### src/hw/rtl/mspts_pkg.sv
// Shared types and constants for the periodic tick scheduler.
package mspts_pkg;

    localparam int unsigned SLOT_COUNT_DEF = 8;
    localparam int unsigned PER_W = 31;
    localparam int unsigned HID_W = 16;
    localparam int unsigned RES_SLOT_W = 6;

    typedef enum logic [2:0] {
        CMD_TICK     = 3'd0,
        CMD_SET      = 3'd1,
        CMD_ADD      = 3'd2,
        CMD_CLR_SLOT = 3'd3,
        CMD_CLR_HID  = 3'd4
    } cmd_t;

    typedef enum logic [1:0] {
        KIND_FIRED = 2'd0,
        KIND_REPLY = 2'd1,
        KIND_IDLE  = 2'd2
    } kind_t;

    typedef enum logic [3:0] {
        ST_IDLE  = 4'b0001,
        ST_READ  = 4'b0010,
        ST_EVAL  = 4'b0100,
        ST_FLUSH = 4'b1000
    } state_t;

    typedef struct packed {
        logic [PER_W-1:0] period;
        logic [PER_W-1:0] count;
        logic [HID_W-1:0] hid;
    } slot_entry_t;

    typedef struct packed {
        kind_t                 kind;
        logic [RES_SLOT_W-1:0] slot;
        logic [HID_W-1:0]      hid;
        logic                  status;
    } result_t;

endpackage

### src/hw/rtl/multi_slot_periodic_tick_scheduler.sv
// Periodic timer slot table with a one-slot-at-a-time sweep sequencer.
//
//  channel  | handshake             | payload
//  ---------+-----------------------+--------------------------------------------
//  command  | cmd_valid / cmd_stall | command, slot, period_ms, handler_id
//  result   | res_valid / res_stall | kind, slot_res, handler_id_res, status, last
//
// Set and clear slot answer without a sweep. Tick, add and clear by handler
// sweep the slot memory one slot at a time (registered read, then evaluate);
// add and clear by handler stop at the first hit.
// Reset clears the active bits at once, so no clearing pass is needed.
// A held res_stall holds the flush, and the sweep when a second fired item needs
// the output register; the block is ready again once its last item is registered.
module multi_slot_periodic_tick_scheduler #(
    parameter int unsigned SLOT_COUNT = mspts_pkg::SLOT_COUNT_DEF
) (
    input  logic                               clk,
    input  logic                               rst_n,
    input  logic                               cmd_valid,
    output logic                               cmd_stall,
    input  logic [2:0]                         command,
    input  logic [7:0]                         slot,
    input  logic signed [31:0]                 period_ms,
    input  logic [15:0]                        handler_id,
    output logic                               res_valid,
    input  logic                               res_stall,
    output logic [1:0]                         kind,
    output logic [mspts_pkg::RES_SLOT_W-1:0]   slot_res,
    output logic [mspts_pkg::HID_W-1:0]        handler_id_res,
    output logic                               status,
    output logic                               last
);

    localparam int unsigned SLOT_W = (SLOT_COUNT > 1) ? $clog2(SLOT_COUNT) : 1;
    localparam logic [SLOT_W-1:0] LAST_IDX = SLOT_W'(SLOT_COUNT - 1);

    mspts_pkg::state_t      state_reg, state_next;
    mspts_pkg::cmd_t        cmd_reg, cmd_next;
    logic [mspts_pkg::PER_W-1:0] per_reg, per_next;
    logic [mspts_pkg::HID_W-1:0] hid_reg, hid_next;
    logic [SLOT_W-1:0]      idx_reg, idx_next;
    logic [SLOT_COUNT-1:0]  active_reg, active_next;
    mspts_pkg::result_t     pend_reg, pend_next;
    logic                   pend_valid_reg, pend_valid_next;
    mspts_pkg::result_t     out_reg, out_next;
    logic                   out_last_reg, out_last_next;
    logic                   out_valid_reg, out_valid_next;

    mspts_pkg::slot_entry_t mem [SLOT_COUNT];
    mspts_pkg::slot_entry_t rd_reg;
    logic                   wr_en;
    logic [SLOT_W-1:0]      wr_addr;
    mspts_pkg::slot_entry_t wr_data;

    logic                   out_free;
    logic                   pgood;
    logic                   in_range;
    logic                   fire;
    logic [mspts_pkg::PER_W-1:0] dec_in;
    logic [mspts_pkg::PER_W-1:0] new_count;
    mspts_pkg::result_t     err_reply;

    assign cmd_stall      = (state_reg != mspts_pkg::ST_IDLE);
    assign res_valid      = out_valid_reg;
    assign kind           = out_reg.kind;
    assign slot_res       = out_reg.slot;
    assign handler_id_res = out_reg.hid;
    assign status         = out_reg.status;
    assign last           = out_last_reg;

    assign out_free = !out_valid_reg || !res_stall;
    assign pgood    = !period_ms[31] && (period_ms != 32'sd0);
    assign in_range = {1'b0, slot} < 9'(SLOT_COUNT);

    assign err_reply = '{kind: mspts_pkg::KIND_REPLY, slot: '0, hid: '0, status: 1'b1};

    // A countdown at or below one reloads; reloading from one gives the period
    // itself, so a single decrementer covers both the plain and the reload case.
    assign fire      = (rd_reg.count <= 31'd1);
    assign dec_in    = fire ? rd_reg.period : rd_reg.count;
    assign new_count = (fire && rd_reg.count[0]) ? rd_reg.period : dec_in - 31'd1;

    always_comb
    begin
        state_next      = state_reg;
        cmd_next        = cmd_reg;
        per_next        = per_reg;
        hid_next        = hid_reg;
        idx_next        = idx_reg;
        active_next     = active_reg;
        pend_next       = pend_reg;
        pend_valid_next = pend_valid_reg;
        out_next        = out_reg;
        out_last_next   = out_last_reg;
        out_valid_next  = out_valid_reg && res_stall;
        wr_en           = 1'b0;
        wr_addr         = idx_reg;
        wr_data         = '{period: per_reg, count: per_reg, hid: hid_reg};

        case (state_reg)
            mspts_pkg::ST_IDLE:
            begin
                if (cmd_valid)
                begin
                    cmd_next        = mspts_pkg::cmd_t'(command);
                    per_next        = period_ms[30:0];
                    hid_next        = handler_id;
                    idx_next        = '0;
                    pend_next       = err_reply;
                    pend_valid_next = 1'b1;
                    state_next      = mspts_pkg::ST_FLUSH;
                    case (mspts_pkg::cmd_t'(command))
                        mspts_pkg::CMD_TICK:
                        begin
                            pend_valid_next = 1'b0;
                            state_next      = mspts_pkg::ST_READ;
                        end
                        mspts_pkg::CMD_SET:
                        begin
                            if (pgood && in_range)
                            begin
                                wr_en   = 1'b1;
                                wr_addr = slot[SLOT_W-1:0];
                                wr_data = '{period: period_ms[30:0], count: period_ms[30:0],
                                            hid: handler_id};
                                active_next[slot[SLOT_W-1:0]] = 1'b1;
                                pend_next = '{kind: mspts_pkg::KIND_REPLY,
                                              slot: mspts_pkg::RES_SLOT_W'(slot[SLOT_W-1:0]),
                                              hid: '0, status: 1'b0};
                            end
                        end
                        mspts_pkg::CMD_ADD:
                        begin
                            if (pgood)
                            begin
                                state_next = mspts_pkg::ST_READ;
                            end
                        end
                        mspts_pkg::CMD_CLR_SLOT:
                        begin
                            if (in_range)
                            begin
                                active_next[slot[SLOT_W-1:0]] = 1'b0;
                                pend_next = '{kind: mspts_pkg::KIND_REPLY,
                                              slot: mspts_pkg::RES_SLOT_W'(slot[SLOT_W-1:0]),
                                              hid: '0, status: 1'b0};
                            end
                        end
                        mspts_pkg::CMD_CLR_HID:
                        begin
                            state_next = mspts_pkg::ST_READ;
                        end
                        default:
                        begin
                            state_next = mspts_pkg::ST_FLUSH;
                        end
                    endcase
                end
            end
            mspts_pkg::ST_READ:
            begin
                state_next = mspts_pkg::ST_EVAL;
            end
            mspts_pkg::ST_EVAL:
            begin
                logic advance;
                logic found;
                advance = 1'b1;
                found   = 1'b0;
                case (cmd_reg)
                    mspts_pkg::CMD_TICK:
                    begin
                        if (active_reg[idx_reg])
                        begin
                            if (fire && pend_valid_reg && !out_free)
                            begin
                                advance = 1'b0;
                            end
                            else
                            begin
                                wr_en   = 1'b1;
                                wr_data = '{period: rd_reg.period, count: new_count,
                                            hid: rd_reg.hid};
                                if (fire)
                                begin
                                    // The previous hit is known not to be last now.
                                    if (pend_valid_reg)
                                    begin
                                        out_next       = pend_reg;
                                        out_last_next  = 1'b0;
                                        out_valid_next = 1'b1;
                                    end
                                    pend_next = '{kind: mspts_pkg::KIND_FIRED,
                                                  slot: mspts_pkg::RES_SLOT_W'(idx_reg),
                                                  hid: rd_reg.hid, status: 1'b0};
                                    pend_valid_next = 1'b1;
                                end
                            end
                        end
                    end
                    mspts_pkg::CMD_ADD:
                    begin
                        if (!active_reg[idx_reg])
                        begin
                            wr_en                = 1'b1;
                            active_next[idx_reg] = 1'b1;
                            found                = 1'b1;
                        end
                    end
                    mspts_pkg::CMD_CLR_HID:
                    begin
                        if (active_reg[idx_reg] && (rd_reg.hid == hid_reg))
                        begin
                            active_next[idx_reg] = 1'b0;
                            found                = 1'b1;
                        end
                    end
                    default:
                    begin
                        found = 1'b0;
                    end
                endcase
                if (found)
                begin
                    pend_next = '{kind: mspts_pkg::KIND_REPLY,
                                  slot: mspts_pkg::RES_SLOT_W'(idx_reg),
                                  hid: '0, status: 1'b0};
                    state_next = mspts_pkg::ST_FLUSH;
                end
                else if (advance)
                begin
                    if (idx_reg == LAST_IDX)
                    begin
                        state_next = mspts_pkg::ST_FLUSH;
                    end
                    else
                    begin
                        idx_next   = idx_reg + 1'b1;
                        state_next = mspts_pkg::ST_READ;
                    end
                end
            end
            mspts_pkg::ST_FLUSH:
            begin
                if (out_free)
                begin
                    if (pend_valid_reg)
                    begin
                        out_next = pend_reg;
                    end
                    else
                    begin
                        out_next = '{kind: mspts_pkg::KIND_IDLE, slot: '0, hid: '0,
                                     status: 1'b0};
                    end
                    out_last_next   = 1'b1;
                    out_valid_next  = 1'b1;
                    pend_valid_next = 1'b0;
                    state_next      = mspts_pkg::ST_IDLE;
                end
            end
            default:
            begin
                state_next = mspts_pkg::ST_IDLE;
            end
        endcase
    end

    always_ff @(posedge clk or negedge rst_n)
    begin
        if (!rst_n)
        begin
            state_reg      <= mspts_pkg::ST_IDLE;
            cmd_reg        <= mspts_pkg::CMD_TICK;
            per_reg        <= '0;
            hid_reg        <= '0;
            idx_reg        <= '0;
            active_reg     <= '0;
            pend_reg       <= '0;
            pend_valid_reg <= 1'b0;
            out_reg        <= '0;
            out_last_reg   <= 1'b0;
            out_valid_reg  <= 1'b0;
        end
        else
        begin
            state_reg      <= state_next;
            cmd_reg        <= cmd_next;
            per_reg        <= per_next;
            hid_reg        <= hid_next;
            idx_reg        <= idx_next;
            active_reg     <= active_next;
            pend_reg       <= pend_next;
            pend_valid_reg <= pend_valid_next;
            out_reg        <= out_next;
            out_last_reg   <= out_last_next;
            out_valid_reg  <= out_valid_next;
        end
    end

    // Slot memory: one write port, one registered read port at the sweep index.
    always_ff @(posedge clk)
    begin
        if (wr_en)
        begin
            mem[wr_addr] <= wr_data;
        end
        rd_reg <= mem[idx_reg];
    end

    // Only fired items can be followed by more items of the same input.
    assert property (@(posedge clk) disable iff (!rst_n)
        res_valid && !last |-> kind == mspts_pkg::KIND_FIRED)
        else $error("non-final item that is not a fired slot");

    assert property (@(posedge clk) disable iff (!rst_n)
        res_valid && kind != mspts_pkg::KIND_FIRED |-> last)
        else $error("reply or idle item without last");

    assert property (@(posedge clk) disable iff (!rst_n)
        res_valid && kind != mspts_pkg::KIND_REPLY |-> !status)
        else $error("error status outside a command reply");

    assert property (@(posedge clk) disable iff (!rst_n)
        cmd_valid && !cmd_stall |=> cmd_stall)
        else $error("second item accepted before the first finished");

endmodule

### config.mk
export PLATFORM = sky130hd
export DESIGN_NAME = multi_slot_periodic_tick_scheduler
export DESIGN_NICKNAME = d
export VERILOG_FILES = /design/src/hw/rtl/mspts_pkg.sv /design/src/hw/rtl/multi_slot_periodic_tick_scheduler.sv
export SDC_FILE = /design/constraint.sdc
export NUM_CORES = 1
export LEC_CHECK = 0
export BUFFER_PORTS_ARGS = -buffer_cell sky130_fd_sc_hd__buf_4
export CELL_PAD_IN_SITES_DETAIL_PLACEMENT = 1
export CELL_PAD_IN_SITES_GLOBAL_PLACEMENT = 1
export CORE_MARGIN = 4
export CORE_UTILIZATION = 45
export CTS_BUF_LIST = sky130_fd_sc_hd__clkbuf_8
export DETAILED_ROUTE_END_ITERATION = 7
export PLACE_DENSITY = 0.71
export SYNTH_ARGS = -nofsm -noshare
export SYNTH_HDL_FRONTEND = slang
export SYNTH_SLANG_ARGS = --single-unit
export TNS_END_PERCENT = 50
### constraint.sdc
create_clock -name clk -period 17.5 [get_ports clk]
set_input_delay 3.5 -clock clk [delete_from_list [all_inputs] [get_ports clk]]
set_output_delay 3.5 -clock clk [all_outputs]
set_load 0.01 [all_outputs]
# Word level (Yosys, flattened, before mapping)
# Memories as Yosys holds them, arrays and structs flattened. A register that Yosys moved wholly into a read port is not among the register bits.
# Index checks and enable logic that the tools add are counted.
[totals]
n_memories = 1
inputBits = 63
out_inout_bits = 28
reg_bits = 118
ram_bits = 624
latchBits = 0
mem_bits_ro = 0
[memory_table]
columns = ["memory", "depth", "width", "read_ports", "rd_clocked_by_memory_dff", "wr", "line", "rtl"]
rows = [
  ["mem", 8, 78, 1, 1, 1, "multi_slot_periodic_tick_scheduler.sv:49", "mspts_pkg::slot_entry_t mem [SLOT_COUNT];"],
]
[op_classes]
magnitude_cmp = 6
muxes = 96
mul = 0
shift = 0
addsub = 2
bitwise_logic = 6
div = 0
n_eq_ne = 34
reduce_logical = 28
[ops]
columns = ["operator", "n"]
rows = [
  ["$mux W78", 6],
  ["$mux W25", 13],
  ["$pmux W78 S2", 1],
  ["$pmux W25 S2", 2],
  ["$mux W31", 2],
  ["$pmux W8 S2", 3],
  ["$mux W20", 2],
  ["$mux W8", 5],
  ["$pmux W20 S2", 1],
  ["$mux W1", 35],
  ["$reduce_bool A32 Y1", 1],
  ["$le A31 B1 Y1 const B", 1],
  ["$sub A31 B1 Y31 const B", 1],
  ["$mux W3", 8],
  ["$mux W4", 6],
  ["$ne A3 B3 Y1 const B", 8],
  ["$ne A2 B2 Y1 const B", 9],
  ["$and A8 B8 Y8", 2],
  ["$eq A16 B16 Y1", 1],
  ["$not A8 Y8", 2],
  ["$or A8 B8 Y8", 2],
  ["$pmux W4 S4", 1],
  ["$reduce_and A7 Y1", 2],
  ["$pmux W1 S2", 5],
  ["32 further kinds", 53],
]

# Depth between registers and ports, before layout
# Gate-level depths: netlist (run 1).
[logic_depth]
word_depth = 11
mapped_depth = 17
mapped_depth_nobuf = 14

# Least setup slack after synthesis (run 1)
# No wires, ideal clock.
[synth_path]
path_type = "input port to flip-flop"
startpoint = "input period_ms[11]"
endpoint = "memory mem[1][0] (netlist bit) (enable)"
stages = 8
path_slack_ns = 8.296
setup_time_ns = 0.542
arrival_time_ns = 8.662
required_time_ns = 16.958
n_path_buf = 2
path_cell_list = "nor4_1 nand4_1 o21bai_1 nor4_1 clkbuf_1 clkbuf_1 nand2_1 o22ai_1"
[synth_between]
elab_chain_cells = 9
word_cells_on_any_way = 13
classes_between = "mux: 10; reduce/logical: 3"
[synth_rtl]
columns = ["element", "line", "rtl"]
rows = [
  ["from (decl)", "multi_slot_periodic_tick_scheduler.sv:23", "input logic signed [31:0] period_ms,"],
  ["$reduce_bool A32 Y1 (*)", "multi_slot_periodic_tick_scheduler.sv:72", "assign pgood = !period_ms[31] && (period_ms != 32'sd0);"],
  ["$logic_and A1 B1 Y1 (*)", "multi_slot_periodic_tick_scheduler.sv:72", ""],
  ["$logic_and A1 B1 Y1 (*)", "multi_slot_periodic_tick_scheduler.sv:120", "if (pgood && in_range)"],
  ["$mux W1", "multi_slot_periodic_tick_scheduler.sv:120", ""],
  ["$mux W1", "multi_slot_periodic_tick_scheduler.sv:112", "case (mspts_pkg::cmd_t'(command))"],
  ["$mux W1", "multi_slot_periodic_tick_scheduler.sv:103", "if (cmd_valid)"],
  ["$pmux W1 S2", "multi_slot_periodic_tick_scheduler.sv:100", "case (state_reg)"],
  ["$mux W1", "multi_slot_periodic_tick_scheduler.sv:304", "if (wr_en)"],
  ["$mux W1 (not written as such)", "multi_slot_periodic_tick_scheduler.sv:306", "mem[wr_addr] <= wr_data;"],
  ["to (decl)", "multi_slot_periodic_tick_scheduler.sv:49", ""],
]
# Mark *: on every way between the ends. The rest lies on a longest branch, timed or not.

# Final worst setup path (run 1)
[layout_path]
startpoint = "input period_ms[12]"
endpoint = "memory mem[7][24] (netlist bit) (enable)"
# The elaborated chain is that of the path after synthesis.

==> results.yml, run 1 <==
layout:
  drive_gt1_share_pct: 18.3
  n_fill_cell: 7025
  area_delta_synth_final_pct: 13.8
  final_area_sq_um: 36900
  multi_input_area_sq_um: 8850
  register_area_sq_um: 23100
  nets: 2490
  largest_reg_flops: 624
  final_common_cell: "edfxtp_1"
  most-common-layout-cells: "edfxtp_1, a22oi_1, nand2_1"
route:
  drt_iter0_drc: 2291
  drtAntennaViolNets: 0
  dr_total_vias: 21700
  drcViolationCount: 0
  firstDrtPassIters: 6
  drt_wl_total_um: 101000
  vias_per_cell: 6.22
  routedWlPerCell_um: 29.0
synth:
  synth.area.top_cells: "edfxtp_1, dfrtp_1, a22oi_1, dfxtp_1, mux2_2"
  synth_edf_count: 624
  synth_top_family_by_area: "compound AO/OA/AOI/OAI gates"
  netlist-cell-type-count: 68
  synth-adder-area-share_pct: 0.116
  synth_mux_area_share_pct: 5.23
  synthXorXnorAreaFrac_pct: 0.595
  synth_seq_cells: 813
  yosys.area.top_type_share_pct: 57.8
  synth_compound_area_share_pct: 12.6
  yosysSeqAreaShare_pct: 71.2
  ys.warnings.count: 0
  syn_avg_cell_area_sq_um: 14.1
  synth_ff_type: "edfxtp_1"
  synth_top_area_cell: "edfxtp_1"
  synthSimpleGateAreaFrac_pct: 8.18
  syn_inst: 2293
  syn_area_sq_um: 32400
  synthArstFlopShare_pct: 13.7
status:
  outcome: "complete, no violations"
clock_tree:
  clk_latency_ns: 0.79
  cts_root_buffer: "clkbuf_8"
  htreeDepth: 4
  cts_resized: 0
  cts_buffers: 135
  ctsHoldBuffers: 0
  clkTransAtPathRegs_ns: 0.06
  clkSinkCount: 813
  cts_setup_buffers: 0
  cts_buffer_depth: 3
  cts_tree: "built"
place:
  hpwl_um: 60900
  place.gp.congestion: 0.865
  placed_area_sq_um: 34200
  portBuffers: 87
power_and_ir_drop:
  intPower_mw: 3.49
  ir_drop_v: 0.000117
  power_density_nw_per_um2: 133
  combPwrFrac_pct: 15.7
  p_leak_nw: 12.6
  switching_share_pct: 28.9
  p_switching_mw: 1.42
  clkPwrFrac_pct: 32.9
  sequentialPowerShare_pct: 51.4
timing:
  totalNegativeSetupSlack_ns: 0
  period_minus_slack_ns: 7.03
  period_share_pct: 40.2
  slew-limit-headroom_pct: 10.9
  rsz0062_at_grt: "no"
  hold_viol: 0
  tightest_slew_ns: 1.34
  fin_worst_skew_ns: 0.0277
  clock.fmax_mhz: 142
  slew_violations: 0
  setup_viol: 0
grt:
  grt_pass1_wl_um: 149000
  first_global_vias: 22700
  grt_usage_pct: 26.1
  grt_max_degree: 72
  antenna_found_initial: 3
  overflow: 0
die:
  core_area_sq_um: 71400
  die_width_um: 276
  row_count: 98
  boundaryPins: 91
  die_h_um: 276
  die-area_sq_um: 76300
  initial_utilization_pct: 45.4
setup_path:
  cp-end-kind: "register"
  critPathLaunchType: "input port"
  cp.arrival_ns: 7.43
  path_class: "input port to register"
  crit_path_max_fanout: 57
  required_ns: 17.90
run:
  maxCapViolCount: 0
hold_path:
  worstHoldPathType: "register to register"
synthesized netlist by cell type (6+ instances only):
cell and number:
edfxtp_1 624, a22oi_1 240, nand2_1 207, clkbuf_1 115, dfrtp_1 110, mux2_2 105
o21ai_0 101, nor2_1 93, dfxtp_1 78, a21oi_1 77, nand4_1 60, mux2i_1 51
a221oi_1 46, nor3_1 36, nand3_1 32, inv_1 27, nor4_1 23, nand2b_1 19
xnor2_1 18, a31oi_1 17, or3_1 17, a221o_1 14, buf_1 12, o211ai_1 12
o22ai_1 12, buf_2 11, and2_1 8, nor2b_1 8, o22a_1 7, o31ai_1 7
or2_2 7, or4_1 6
final cells by class:
type	count	share of cell area, %
flip-flops and latches	813	62.6
multi-input cells	1312	24.0
clock buffers	150	5.60
well taps	950	3.23
repair buffers	135	2.75
clock inverters	99	1.47
inverters	27	0.275
diodes	2	0.0136
stage by stage:
step                      hold slack, ns  setup WS, ns  cells  utilization, %  total power [mW]
after floorplan                    0.439          8.30   2295               -              2.94
after global placement             0.449          9.81   3237            48.0              3.26
after detailed placement           0.459          9.74   3237            48.0              3.31
after CTS                          0.463         10.57   3486            51.6              4.92
after global routing               0.482         10.32   3486            51.6              5.10
final                              0.467         10.47   3488            51.6              4.90
path summary, 6_finish.rpt:
check	from	cells after the start	to	slack, ns
worst max-delay path	period_ms[12]	10	mem[7][24]	10.47
worst min-delay path	mem[6][50]	1	rd_reg[50]	0.47
worst max register to register	idx_reg[1]	9	mem[7][26]	11.62
worst min register to register	mem[6][50]	1	rd_reg[50]	0.47
max in group asynchronous	rst_n	2	per_reg[30]	13.34
min in group asynchronous	rst_n	1	handler_id_res[12]	2.71
layer usage:
layer	wire, um	global-route usage [%]	vias up
li1	-	-	9300
met1	41700	35.0	11200
met3	8590	6.50	214
met2	47100	40.8	953
met4	3910	10.9	2
met5	18	0	-
logic make-up (layout without fill, tap and decap cells):
group | Yosys count | count (layout)
AOI/OAI and AO/OA | 585 | 585
muxes | 156 | 156
other | 1 | 5
buffers and inverters | 170 | 411
and+or+nand+nor | 543 | 543
adders and majority gates | 3 | 3
xor gates and xnor gates | 22 | 22
DFF | 813 | 813
power groups by stage:
stage | Combinational, mW | Clock [mW] | Sequential, mW
after floorplan | 0.426 | 0 | 2.52
after global placement | 0.710 | 0 | 2.55
after detailed placement | 0.757 | 0 | 2.55
after CTS | 0.760 | 1.65 | 2.52
after global routing | 0.826 | 1.74 | 2.53
final | 0.770 | 1.62 | 2.52
critical path: stages:
cell and delay, ns:
buf_4 0.14, nor4_1 0.06, nand4_1 0.40, o21bai_1 0.25, nor4_2 0.27, buf_4 0.64, nand2_1 0.42, o22ai_4 0.41
buf_4 0.61, buf_4 0.65
(Power assumes the default switching activity.)
==> inputs of run 2 (changes only) <==
--- a/config.mk
+++ b/config.mk
@@ -12,7 +12,7 @@
 export CORE_UTILIZATION = 45
 export CTS_BUF_LIST = sky130_fd_sc_hd__clkbuf_8
 export DETAILED_ROUTE_END_ITERATION = 7
-export PLACE_DENSITY = 0.71
+export PLACE_DENSITY = 0.74
 export SYNTH_ARGS = -nofsm -noshare
 export SYNTH_HDL_FRONTEND = slang
 export SYNTH_SLANG_ARGS = --single-unit
==> constraint.sdc (replaced) <==
create_clock -name clk -period 6 [get_ports clk]
set_input_delay 1.2 -clock clk [delete_from_list [all_inputs] [get_ports clk]]
set_output_delay 1.2 -clock clk [all_outputs]
set_load 0.01 [all_outputs]
==> run 2 against run 1 <==
  * Routed wire length down 1.4%
  * Register-to-register slack worse by 11 ns
  * Sequential cell count unchanged
  * Final area up 0.75%
  * Sequential power rose to 2.9 times the previous value
  * Power rose to 2.9 times the previous value
  * Die area unchanged
  * Critical path depth up 3
==> results.yml, run 2 (same netlist as run 1, synthesis figures left out) <==
die:
  die_h_um: 276
  core_area_sq_um: 71400
  row_count: 98
  boundaryPins: 91
  die_width_um: 276
  die-area_sq_um: 76300
  initial_utilization_pct: 45.4
clock_tree:
  clk_latency_ns: 0.83
  cts_tree: "built"
  cts_buffers: 132
  clkSinkCount: 813
  cts_root_buffer: "clkbuf_8"
  cts_buffer_depth: 3
  htreeDepth: 4
  ctsHoldBuffers: 0
  cts_resized: 0
  clkTransAtPathRegs_ns: 0.06
  cts_setup_buffers: 0
layout:
  finalNonFillerCells: 3489
  nets: 2492
  area_delta_synth_final_pct: 14.6
  most-common-layout-cells: "edfxtp_1, a22oi_1, nand2_1"
  final_common_cell: "edfxtp_1"
  drive_gt1_share_pct: 18.6
  n_fill_cell: 6989
  largest_reg_flops: 624
place:
  hpwl_um: 60600
  place_ws_ns: 0.946
  portBuffers: 87
  place.gp.congestion: 0.873
  dp_cells: 3242
grt:
  overflow: 0
  grt_max_degree: 79
  grt_usage_pct: 25.9
  antenna_found_initial: 2
  first_global_vias: 23100
  grt_pass1_wl_um: 150000
route:
  routedWlPerCell_um: 28.6
  drcViolationCount: 0
  drtAntennaViolNets: 0
  drt_iter0_drc: 2244
  firstDrtPassIters: 5
  drt_wl_total_um: 99800
  dr_total_vias: 22000
  vias_per_cell: 6.30
timing:
  rsz0062_at_grt: "no"
  tightest_slew_ns: 1.19
  slew_violations: 0
  period_share_pct: 87.5
  slew-limit-headroom_pct: 20.5
  hold_viol: 0
  setup_slack_ns: 0.749
  fin_worst_skew_ns: 0.0557
  period_minus_slack_ns: 5.25
  clock.fmax_mhz: 190
  setup_viol: 0
  whs_ns: 0.466
setup_path:
  path_class: "register to register"
  required_ns: 6.48
  cp-end-kind: "register"
  crit_start: "rd_reg[21]"
  rr_startpoint: "rd_reg[21]"
  critPathLaunchType: "register"
  crit_path_max_fanout: 10
  cp.arrival_ns: 5.73
power_and_ir_drop:
  ir_drop_v: 0.000231
  power_density_nw_per_um2: 386
  p_leak_nw: 12.6
hold_path:
  hold_start: "mem[7][51]"
  worstHoldPathType: "register to register"
run:
  maxCapViolCount: 0
status:
  outcome: "complete, no violations"
## run 2: changes by cell type in the layout (fill, tap and decap cells not counted), sizes merged
cell      change
clkinvlp      -3
diode         +1
buf           +5
clkbuf        +2
inv          -14
clkinv       +10
## run 2: final timing paths
check / end / slack (ns) / cells after the start
setup / recovery: mem[7][44] / 0.75 / 13
hold / removal: rd_reg[51] / 0.47 / 2
setup reg to reg: mem[7][44] / 0.75 / 13
hold reg to reg: rd_reg[51] / 0.47 / 2
max in group asynchronous: per_reg[30] / 4.24 / 2
min in group asynchronous: status / 0.59 / 1
## run 2: power breakdown
part           leakage, nW  switching, mW  internal, mW  total, mW
logic                 3.46           1.51         0.687       2.20
registers             7.65          0.298          7.04       7.34
clock network         1.52           2.29          2.49       4.78
total                 12.6           4.11          10.2       14.3
## run 2: per-layer routing
metal	vias to the layer above	routed length (um)	track usage, %
met5	-	0	0
met4	0	2860	8.90
met3	197	8140	5.56
met2	1025	47900	42.0
met1	11400	41000	35.0
li1	9310	-	-
## run 2: worst max-delay path, stage by stage (launching register included)
cell	delay, ns
dfxtp_1	0.36
nor4_1	0.80
and4_1	0.57
nand3_1	0.21
a21oi_1	0.21
ha_1	0.24
nor4b_1	0.29
buf_4	0.20
nand4_1	0.29
or2_2	0.45
nor4_1	0.32
mux2_2	0.21
a31oi_1	0.04
o21ai_0	0.73
## run 2: cell type report
| class | count | area (sq um) | share of cell area, % |
|---|---|---|---|
| inverter | 27 | 101 | 0.273 |
| sequential | 813 | 23100 | 62.2 |
| clock inverter | 92 | 569 | 1.53 |
| timing repair buffer | 140 | 1230 | 3.30 |
| tap | 950 | 1190 | 3.20 |
| clock buffer | 152 | 2090 | 5.63 |
| multi-input combinational | 1312 | 8860 | 23.9 |
| antenna | 3 | 7.51 | 0.0202 |
## run 2: through the flow
stage               setup TNS (ns)  cell area, sq um  util (%)  total power, mW
floorplan                  -459.23             32400         -             8.58
global placement                 0             34500      48.3             9.43
detailed placement               0             34500      48.3             9.59
CTS                              0             37100      52.0             14.4
global route                     0             37100      52.0             14.9
finish                           0             37100      52.0             14.3
==> inputs of run 3 (changes only) <==
--- a/config.mk
+++ b/config.mk
@@ -10,7 +10,7 @@
 export CELL_PAD_IN_SITES_GLOBAL_PLACEMENT = 1
 export CORE_MARGIN = 4
 export CORE_UTILIZATION = 45
-export CTS_BUF_LIST = sky130_fd_sc_hd__clkbuf_8
+export CTS_BUF_LIST = sky130_fd_sc_hd__clkbuf_4 sky130_fd_sc_hd__clkbuf_8 sky130_fd_sc_hd__clkbuf_16
 export DETAILED_ROUTE_END_ITERATION = 7
 export PLACE_DENSITY = 0.74
 export SYNTH_ARGS = -nofsm -noshare
==> run 3 against run 2 <==
  * Sequential power barely moved
  * Hold slack got worse by 0.0046 ns
  * Die area did not move
  * First-iteration DRC count rose by 7.4%
  * Fmax fell by 2.5%
  * Setup slack got worse by 0.13 ns
  * Register-to-register slack got worse by 0.13 ns
  * Final area rose by 0.56%
  * Routed wire length rose by 0.88%
  * Clock skew fell by 0.027 ns
  * Non-clock buffer count did not move
  * Cell count fell by 2.6%
  * Largest cell class unchanged
==> results.yml, run 3 (same netlist as run 1, synthesis figures left out) <==
setup_path:
  rr_startpoint: "rd_reg[21]"
  cp-end-kind: "register"
  ff2ff_setup_slack_ns: 0.62
  crit_start: "rd_reg[21]"
  critPathLaunchType: "register"
  path_class: "register to register"
  required_ns: 6.32
  cp.arrival_ns: 5.70
  crit_path_max_fanout: 10
timing:
  whs_ns: 0.462
  slew_violations: 0
  setup_viol: 0
  totalNegativeSetupSlack_ns: 0
  slew-limit-headroom_pct: 19.1
  tightest_slew_ns: 1.21
  period_minus_slack_ns: 5.38
  period_share_pct: 89.7
  setup_slack_ns: 0.616
  rsz0062_at_grt: "no"
  hold_viol: 0
  clock.fmax_mhz: 186
  fin_worst_skew_ns: 0.0286
die:
  die_width_um: 276
  die-area_sq_um: 76300
  die_h_um: 276
  boundaryPins: 91
  row_count: 98
  core_area_sq_um: 71400
  initial_utilization_pct: 45.4
route:
  drcViolationCount: 0
  dr_total_vias: 21600
  vias_per_cell: 6.37
  drtAntennaViolNets: 0
  drt_iter0_drc: 2410
  firstDrtPassIters: 6
  drt_wl_total_um: 101000
  routedWlPerCell_um: 29.6
clock_tree:
  ctsHoldBuffers: 0
  clk_latency_ns: 0.66
  cts_setup_buffers: 0
  htreeDepth: 3
  cts_root_buffer: "clkbuf_16"
  cts_buffer_depth: 3
  clkTransAtPathRegs_ns: 0.07
  cts_tree: "built"
  clkSinkCount: 813
  cts_buffers: 82
  cts_resized: 0
place:
  place_ws_ns: 0.946
  dp_cells: 3242
  hpwl_um: 60600
  place.gp.congestion: 0.873
  portBuffers: 87
  placed_area_sq_um: 34500
grt:
  first_global_vias: 22800
  grt_pass1_wl_um: 150000
  antenna_found_initial: 5
  grt_usage_pct: 25.9
  overflow: 0
  grt_max_degree: 79
hold_path:
  hold_start: "mem[0][66]"
  worstHoldPathType: "register to register"
layout:
  nets: 2442
  drive_gt1_share_pct: 17.5
  final_common_cell: "edfxtp_1"
  most-common-layout-cells: "edfxtp_1, a22oi_1, nand2_1"
  register_area_sq_um: 23100
  n_fill_cell: 6878
  final_area_sq_um: 37300
  utilization_pct: 52.3
  area_delta_synth_final_pct: 15.3
  multi_input_area_sq_um: 8860
  finalNonFillerCells: 3398
  largest_reg_flops: 624
power_and_ir_drop:
  finalPower_mw: 15.0
  power_density_nw_per_um2: 402
  p_leak_nw: 12.5
  ir_drop_v: 0.000257
status:
  outcome: "complete, no violations"
run:
  maxCapViolCount: 0
-- run 3: cell count changes in the layout (fill, tap and decap cells not counted), sizes merged --
cell      change
clkbuf       -51
inv          -44
bufinv       +10
clkinv        -7
clkinvlp      +1
-- run 3: layer usage --
| metal | up-vias | wire [um] | GRT usage, % |
|---|---|---|---|
| met3 | 182 | 8790 | 5.67 |
| li1 | 9173 | - | - |
| met1 | 11200 | 40300 | 34.3 |
| met2 | 1039 | 48600 | 42.6 |
| met4 | 4 | 2990 | 8.68 |
| met5 | - | 23 | 0 |
-- run 3: final timing paths --
| path | end | cells after the start |
|---|---|---|
| worst max-delay path | mem[5][44] | 13 |
| worst min-delay path | rd_reg[66] | 2 |
| worst max register to register | mem[5][44] | 13 |
| worst min register to register | rd_reg[66] | 2 |
| max in group asynchronous | per_reg[9] | 2 |
| min in group asynchronous | handler_id_res[7] | 1 |
-- run 3: final cells by class --
| type | instances | share of cell area, % |
|---|---|---|
| Antenna cell | 3 | 0.0201 |
| Clock buffer | 101 | 5.91 |
| Clock inverter | 52 | 1.77 |
| Inverter | 27 | 0.271 |
| Multi-Input combinational cell | 1312 | 23.7 |
| Sequential cell | 813 | 61.8 |
| Tap cell | 950 | 3.18 |
| Timing Repair Buffer | 140 | 3.28 |
-- run 3: where the power goes --
| group | internal, mW | switching, mW | total (mW) |
|---|---|---|---|
| clock | 3.21 | 2.24 | 5.45 |
| sequential | 7.04 | 0.303 | 7.34 |
| combinational | 0.688 | 1.52 | 2.21 |
| total | 10.9 | 4.06 | 15.0 |
-- run 3: worst max-delay path: stages (launching register included) --
cell	delay, ns
dfxtp_1	0.37
nor4_1	0.79
and4_1	0.56
nand3_1	0.21
a21oi_1	0.21
ha_1	0.25
nor4b_1	0.33
buf_4	0.21
nand4_1	0.30
or2_2	0.46
nor4_1	0.33
mux2_2	0.22
a31oi_1	0.04
o21ai_0	0.76
